## src/design/wmv_pkg.sv

```systemverilog
// Shared types and constants of the weighted moving variance block.
`timescale 1ns / 1ps
`default_nettype none
package wmv_pkg;

	// Frame store geometry.
	localparam int FRAME_PIXELS = 65536;
	localparam int ADDR_W       = $clog2(FRAME_PIXELS);
	localparam int PIX_W        = 24;

	// Deviation unit: three arithmetic stages, then one stage per root bit.
	localparam int ROOT_BITS = 8;
	localparam int DEV_LAT   = 3 + ROOT_BITS;

	// Configuration register indexes.
	typedef enum logic [1:0] {
		REG_WEIGHTED_MODE    = 2'd0,
		REG_THRESHOLD_ENABLE = 2'd1,
		REG_THRESHOLD_LEVEL  = 2'd2,
		REG_COLOR_MODE       = 2'd3
	} cfg_reg_t;

	// Per-pixel control that travels beside the deviation pipeline.
	typedef struct packed {
		logic       valid;
		logic       produce;
		logic       last;
		logic       color;
		logic       thr_en;
		logic [7:0] thr_lvl;
	} pix_meta_t;

endpackage
`default_nettype wire

```

## src/design/wmv_dev.sv

```systemverilog
// Per-channel deviation pipeline: weighted mean, weighted squared deviations, rounded root.
`timescale 1ns / 1ps
`default_nettype none
module wmv_dev (
	input  wire logic       clk,
	input  wire logic       en,
	input  wire logic       weighted,
	input  wire logic [7:0] x0,
	input  wire logic [7:0] x1,
	input  wire logic [7:0] x2,
	output      logic [7:0] dev
);
	import wmv_pkg::*;

	logic [11:0] m_s1;
	logic [7:0]  x_s1 [3];
	logic        wm_s1;
	logic [22:0] sq_s2 [3];
	logic        wm_s2;
	logic [27:0] s4_s3;

	logic [11:0] w0x0;
	logic [11:0] w2x2;
	logic [11:0] w1x1;

	// Stage 1: sum with weights in tenths, ten times the weighted mean in weighted mode.
	always_comb begin
		w0x0 = weighted ? ({4'd0, x0} << 2) + {4'd0, x0}
		                : ({4'd0, x0} << 1) + {4'd0, x0};
		w1x1 = ({4'd0, x1} << 1) + {4'd0, x1};
		w2x2 = weighted ? ({4'd0, x2} << 1)
		                : ({4'd0, x2} << 1) + {4'd0, x2};
	end

	always_ff @(posedge clk) begin
		if (en) begin
			m_s1    <= w0x0 + w1x1 + w2x2;
			x_s1[0] <= x0;
			x_s1[1] <= x1;
			x_s1[2] <= x2;
			wm_s1   <= weighted;
		end
	end

	// Stage 2: squared deviations of ten times each sample from the mean.
	logic signed [12:0] d   [3];
	logic signed [25:0] dsq [3];
	always_comb begin
		for (int i = 0; i < 3; i++) begin
			d[i]   = $signed({1'b0, ({4'd0, x_s1[i]} << 3) + ({4'd0, x_s1[i]} << 1)})
			       - $signed({1'b0, m_s1});
			dsq[i] = d[i] * d[i];
		end
	end

	always_ff @(posedge clk) begin
		if (en) begin
			for (int i = 0; i < 3; i++) begin
				sq_s2[i] <= dsq[i][22:0];
			end
			wm_s2 <= wm_s1;
		end
	end

	// Stage 3: weighted sum, times four for the rounding compare.
	logic [25:0] t0;
	logic [25:0] t1;
	logic [25:0] t2;
	logic [25:0] ssum;
	always_comb begin
		t0   = wm_s2 ? ({3'd0, sq_s2[0]} << 2) + {3'd0, sq_s2[0]}
		             : ({3'd0, sq_s2[0]} << 1) + {3'd0, sq_s2[0]};
		t1   = ({3'd0, sq_s2[1]} << 1) + {3'd0, sq_s2[1]};
		t2   = wm_s2 ? ({3'd0, sq_s2[2]} << 1)
		             : ({3'd0, sq_s2[2]} << 1) + {3'd0, sq_s2[2]};
		ssum = t0 + t1 + t2;
	end

	always_ff @(posedge clk) begin
		if (en) begin
			s4_s3 <= {ssum, 2'b00};
		end
	end

	// Root stages: one result bit per stage, largest n with 1000*(2n-1)^2 <= 4*S.
	logic [7:0]  root_s [ROOT_BITS+1];
	logic [27:0] s4_s   [ROOT_BITS];
	assign root_s[0] = '0;
	assign s4_s[0]   = s4_s3;

	for (genvar k = 0; k < ROOT_BITS; k++) begin : g_root
		logic [7:0]  trial;
		logic [8:0]  odd;
		logic [17:0] odd_sq;
		logic [27:0] lhs;
		always_comb begin
			trial  = root_s[k] | (8'd1 << (ROOT_BITS - 1 - k));
			odd    = {trial, 1'b0} - 9'd1;
			odd_sq = odd * odd;
			lhs    = ({10'd0, odd_sq} << 10) - ({10'd0, odd_sq} << 4)
			       - ({10'd0, odd_sq} << 3);
		end
		always_ff @(posedge clk) begin
			if (en) begin
				root_s[k+1] <= (lhs <= s4_s[k]) ? trial : root_s[k];
			end
		end
		// The last stage has no later stage that needs the sum.
		if (k < ROOT_BITS - 1) begin : g_pass
			always_ff @(posedge clk) begin
				if (en) begin
					s4_s[k+1] <= s4_s[k];
				end
			end
		end
	end

	assign dev = root_s[ROOT_BITS];

endmodule
`default_nettype wire

```

## config.mk

```make
export PLATFORM = sky130hd
export DESIGN_NAME = wmv_dev
export DESIGN_NICKNAME = d
export VERILOG_FILES = /design/src/design/wmv_pkg.sv /design/src/design/wmv_dev.sv
export SDC_FILE = /design/constraint.sdc
export NUM_CORES = 2
export LEC_CHECK = 0
export BUFFER_PORTS_ARGS = -buffer_cell sky130_fd_sc_hd__buf_2
export CORE_ASPECT_RATIO = 0.7
export CORE_UTILIZATION = 61
export CTS_BUF_LIST = sky130_fd_sc_hd__clkbuf_2
export DETAILED_ROUTE_END_ITERATION = 10
export PLACE_DENSITY = 0.78
export SYNTH_ARGS = -nofsm -noshare
export SYNTH_HDL_FRONTEND = slang
export SYNTH_SLANG_ARGS = --single-unit
```

## constraint.sdc

```tcl
create_clock -name clk -period 7.6 [get_ports clk]
set_input_delay 1.52 -clock clk [delete_from_list [all_inputs] [get_ports clk]]
set_output_delay 1.52 -clock clk [all_outputs]
set_load 0.01 [all_outputs]
```

**Yosys cells after proc, flatten, opt, wreduce, memory -nomap -nowiden**

Memory sizes are Yosys's and may differ from the RTL's.
Index checks and enable logic that the tools add are counted.

- Memory bits (read-only): 0
- Bits in registers: 286
- Input port bits: 27
- Logic and storage cells: 92
- Memories kept: 2
- Output and inout bits: 8
- RAM bits: 93
- Latch bits: 0

Memories:

| name | depth | bits a word | rd ports | clocked after Yosys merged registers in | wr ports | RTL line | RTL |
|---|---|---|---|---|---|---|---|
| sq_s2 | 3 | 23 | 3 | 0 | 3 | wmv_dev.sv:18 | `logic [22:0] sq_s2 [3];` |
| x_s1 | 3 | 8 | 3 | 0 | 3 | wmv_dev.sv:16 | `logic [7:0] x_s1 [3];` |

- Reductions and logical operators: 0
- $mul: 10
- $lt $le $gt $ge: 8
- Bitwise logic cells: 0
- Shift operators: 0
- Divide/modulo/power cells: 0
- Muxes and demuxes: 7
- Add/subtract/negate cells: 39
- Eq/ne operators: 0

Operators with widths:

| cell | count |
|---|---|
| 28-bit <= comparator | 7 |
| 28-bit by 21-bit subtractor with 28-bit output | 7 |
| 28-bit by 22-bit subtractor with 28-bit output | 7 |
| 9-bit by 9-bit multiplier with 18-bit output | 7 |
| 24-bit by 23-bit adder with 25-bit output | 3 |
| 13-bit by 13-bit multiplier with 23-bit output | 3 |
| 9-bit by 1-bit subtractor with 9-bit output, second input constant | 7 |
| 26-bit by 25-bit adder with 26-bit output | 2 |
| 12-bit by 12-bit subtractor with 13-bit output | 3 |
| 11-bit by 9-bit adder with 12-bit output | 3 |
| 9-bit by 8-bit adder with 10-bit output | 3 |
| 26-bit by 28-bit <= comparator with 1-bit output, first input constant | 1 |
| 25-bit by 23-bit adder with 26-bit output | 1 |
| 26-bit two-way mux | 1 |
| 25-bit two-way mux | 1 |
| 11-bit by 10-bit adder with 12-bit output | 1 |
| 12-bit by 10-bit adder with 12-bit output | 1 |
| 10-bit by 8-bit adder with 11-bit output | 1 |
| 11-bit two-way mux | 1 |
| 10-bit two-way mux | 1 |
| 8-bit two-way mux | 1 |
| 1-bit two-way mux | 2 |

**Depth between registers and ports, before layout**

- Word-level depth: 5
- Mapped depth: 36
- Gate-level depth less buffers: 36

**Worst setup path before layout**

No wires, ideal clock.

- Path type: reg-to-reg
- From: register m_s1[0]
- To: memory sq_s2[2][22] (netlist: sq_s2[0][68]) (data pin)
- Path buffers: 1
- Period minus slack after synthesis: 8,142 ps
- Cell stages (with the launch flop): 30
- Data arrival time: 7,874 ps
- Setup slack: -542 ps
- Setup time: 268 ps
- Data required time: 7,332 ps
- Cells stage by stage: edfxtp_1 -> clkinv_1 -> clkbuf_1 -> ha_1 -> fa_1 -> a21o_1 -> a211oi_1 -> o21ai_0 -> a31o_2 -> a21o_1 -> xor2_1 -> nand2_1 -> fa_1 -> fa_1 -> fa_1 -> fa_1 -> inv_1 -> fa_1 -> inv_1 -> fa_1 -> inv_1 -> ha_1 -> a21o_1 -> a21oi_1 -> o21ai_0 -> nor4_1 -> nor2_1 -> a31o_2 -> o41ai_1 -> xnor2_1

RTL lines:

| what | RTL line | RTL |
|---|---|---|
| start: declaration | wmv_dev.sv:15 | `logic [11:0] m_s1;` |
| start signal: assignment | wmv_dev.sv:37 | `m_s1 <= w0x0 + w1x1 + w2x2;` |
| end: declaration | wmv_dev.sv:18 |  |

**Worst setup path after layout**

- From: register root_s (netlist bit g_root[5].trial[4])
- To: register root_s (netlist bit g_root[6].trial[2]) (data pin)

- Word-level cells in the longest chain between the ends: 5

RTL lines:

| what | RTL line | RTL |
|---|---|---|
| start: declaration | wmv_dev.sv:86 | `logic [7:0] root_s [ROOT_BITS+1];` |
| start signal: indexed assignment | wmv_dev.sv:105 | `root_s[k+1] <= (lhs <= s4_s[k]) ? trial : root_s[k];` |
| 9-bit by 1-bit subtractor with 9-bit output (*) | wmv_dev.sv:98 | `odd = {trial, 1'b0} - 9'd1;` |
| 9-bit by 9-bit multiplier with 18-bit output (*) | wmv_dev.sv:99 | `odd_sq = odd * odd;` |
| 28-bit by 22-bit subtractor with 28-bit output | wmv_dev.sv:100 | `lhs = ({10'd0, odd_sq} << 10) - ({10'd0, odd_sq} << 4)` |
| 28-bit by 21-bit subtractor with 28-bit output (*) | wmv_dev.sv:101 | `- ({10'd0, odd_sq} << 3);` |
| 28-bit <= comparator (*) | wmv_dev.sv:105 |  |

Every way passes the cells marked *; elsewhere a longest branch is shown, timed or not.
A chain may end at the register's enable or synchronous reset.

==> results.tsv <==
stage	metric	value	unit
status	status	complete, but fails checks	
status	failing checks	negative setup slack	
floorplan	die area	81540	um2
clocking	CTS sink count	346	
synth	YS warnings	0	
floorplan	Site Rows	86	
clocking	CTS tree	built	
sta	Final Hold Viols	0	
cells_and_area	commonest non-fill, non-tap cells in the layout	inv_1 (908), ha_1 (715), buf_4 (622)	
sta	Worst slew margin	0.2447	
setup_path	cell mode on critical path	fa_1	
detailed_routing	WL/cell	18.28	um
setup_path	CP Max Fanout	3	
detailed_routing	vias per std cell	5.570	
setup_path	Worst Path Required	8.51	ns
clocking	H-tree Lvls	3	
setup_path	Setup crit start kind	flip-flop	
cells_and_area	most common cell after layout, fill and taps aside	inv_1	
sta	fin crit period	7.847	ns
clocking	Clock Path Buffers	3	
placement	RD Place Congestion	0.9638	
synth	ys flop type	edfxtp_1	
sta	Worst Tran Pin Value	1.133	ns
floorplan	Die Y	239.2	um
grt	largest net degree at the start of global routing	179	
setup_path	Critical Path Slowest Stage Cell	fa_1	
cells_and_area	Area Growth Syn to Fin	19.71	%
setup_path	reg2reg start	g_root[5].trial[4]	
detailed_routing	DRT iter0 DRCs	3044	
sta	RSZ-0062 raised after global routing	yes	
synth	Synth Instances	4919	
grt	first-pass GRT wire length	191.7	mm
synth	post-synthesis register bit count	346	
sta	final setup margin	-0.2475	ns
synth	fraction of registers with async set or reset after synthesis	0	
setup_path	r2r endpoint	g_root[6].trial[2]	
synth	Seq/Total Area, Yosys	0.2119	
detailed_routing	total wire length	124.1	mm
clocking	root buf cell	clkbuf_2	
detailed_routing	via count	37810	
floorplan	initial core utilization	0.6200	
setup_path	CP Capture Type	flip-flop	
sta	Layout Skew	0.1039	ns
hold_path	Hold Crit Class	flip-flop to flip-flop	
setup_path	CP max stage delay	0.58	ns
grt	Total GRT Usage	0.2940	
setup_path	data arrival time of the worst path	8.76	ns
cells_and_area	share of cells above drive strength 1	0.2225	
job	max-cap viol count	0	
synth	number of synthesized flops with an enable pin	346	
floorplan	I/O pin count	35	
cells_and_area	nets	7041	
synth	Netlist cell types	81	
grt	vias in the first global route	38153	
setup_path	FF-to-FF path depth	33	
sta	final period utilization	1.033	
detailed_routing	DR DRC count	0	
setup_path	Worst R2R Setup Slack	-0.25	ns
placement	port bufs	34	
clocking	CTS buffer count	89	
detailed_routing	Antenna Nets Post-Route	0	
clocking	Clock Latency Late Sink	1.15	ns
sta	final setup vio count	9	
cells_and_area	Finished Core Util	0.7422	
placement	Post-DP HPWL	97.20	mm
sta	Slew Limit Fails	0	
synth	Mapped Area	49030	um2
hold_path	Hold Path Sink	s4_s[133]	
synth	syn avg cell area	9.968	um2
clocking	register clock-pin slew on the reported worst setup and hold paths	0.12	ns
grt	GRT overflow	0	
setup_path	kind of critical path	flip-flop to flip-flop	
detailed_routing	1st-pass router iterations	5	
grt	initial antenna violation count	7	
floorplan	Chip Width	340.9	um
floorplan	Core Area	79090	um2
sta	max frequency	127.4	MHz
hold_path	hold_sp	s4_s[161]	
hold_path	hold depth	0	
==> synth_stat cells, drive strengths merged, types with 13 or more instances <==
library cell,count,area (um2)
inv,948,3558
nand2,253,949.7
xnor2,249,2196
clkinv,17,63.81
clkbuf,32,120.1
a211oi,21,157.7
or3,24,155.1
a31oi,20,131.4
a21o,137,1028
nand2b,49,306.5
xor2,157,1375
ha,788,9859
o21ai,164,820.8
or2,22,137.6
a21oi,227,1155
a211o,13,113.9
nor2,324,1216
edfxtp,346,10390
o21a,42,315.3
nor2b,53,331.6
nand3,50,250.2
nand4,34,212.7
o21bai,60,450.4
and2,60,376.6
and3,18,112.6
fa,564,11290
nor3,65,335.3
==> timing repair <==
item | 4_1_cts | 5_1_grt
gates resized for setup | 187 | 287
pin swaps | 154 | 268
setup endpoints to repair | 27 | 29
hold buffers | 0 | 0
gates cloned | 0 | 1
buffers inserted | 33 | 63
==> layout make-up <==
cell class	count	area (um2)
antenna	5	12.51
clock buffer	118	590.6
clock inverter	38	292.8
fill	5275	20390
inverter	965	3635
multi-input combinational	3577	37270
sequential	346	10390
tap	1056	1321
timing repair buffer	683	5182
==> state kept, by name, summed over array words and instances, names as in the netlist <==
signal / count
dev: 8
wm_s2: 1
x_s1: 24
wm_s1: 1
m_s1: 12
sq_s2: 64
s4_s: 182
s4_s3: 26
g_root.trial: 28
==> per-layer routing <==
metal,vias up,wire length [um],GRT usage,part of all wire
met1,18412,54030,0.4169,0.44
met4,6,2931,0.07161,0.024
met5,-,37,0,0.00030
li1,17880,-,-,-
met3,209,10200,0.06833,0.082
met2,1303,56910,0.4571,0.46
==> stage by stage <==
step	hold slack [ns]	area [um2]	TNS (ns)	setup slack, ns	std cells
global route	0.4140	58690	-4.829	-0.4728	6786
floorplan	0.4003	49230	-0.06253	-0.06253	4922
global placement	0.4033	54790	-4.228	-0.4685	6534
finish	0.4168	58700	-0.7798	-0.2475	6788
detailed placement	0.4070	54790	-6.652	-0.5632	6534
CTS	0.4142	56780	-0.08436	-0.03071	6723
==> how the worst max path moves through the flow <==
stage                        from            endpoint  slack [ns]  cells after the start
2_1_floorplan             m_s1[3]        sq_s2[0][68]       -0.06                     30
3_3_place_gp              m_s1[3]        sq_s2[0][45]       -0.47                     32
3_5_place_dp              m_s1[3]        sq_s2[0][45]       -0.56                     32
4_1_cts                   m_s1[3]        sq_s2[0][45]       -0.03                     28
5_1_grt        g_root[5].trial[4]  g_root[6].trial[2]       -0.47                     35
6_report       g_root[5].trial[4]  g_root[6].trial[2]       -0.25                     33
==> worst max-delay path: cells and delay by family (launching register included) <==
family | cells | cell delay, ns
XOR/XNOR | 2 | 0.26
buffers and inverters | 5 | 0.47
AND/OR/NAND/NOR | 7 | 0.92
AO/OA/AOI/OAI | 11 | 2.17
adder cells (fa/ha/maj) | 8 | 3.29
flip-flops | 1 | 0.50
==> kinds of logic after synthesis <==
kind of cell               synth area share
DFF                                  0.2119
buffers and inverters               0.07650
other                             0.0001532
AOI/OAI and AO/OA                    0.1082
muxes                              0.003598
and+or+nand+nor                     0.09498
xor gates and xnor gates            0.07329
adders and majority gates            0.4313
Power is left out: the tool's default activity adds up to more than one toggle a clock period on the data nets, which glitch-free logic cannot reach.
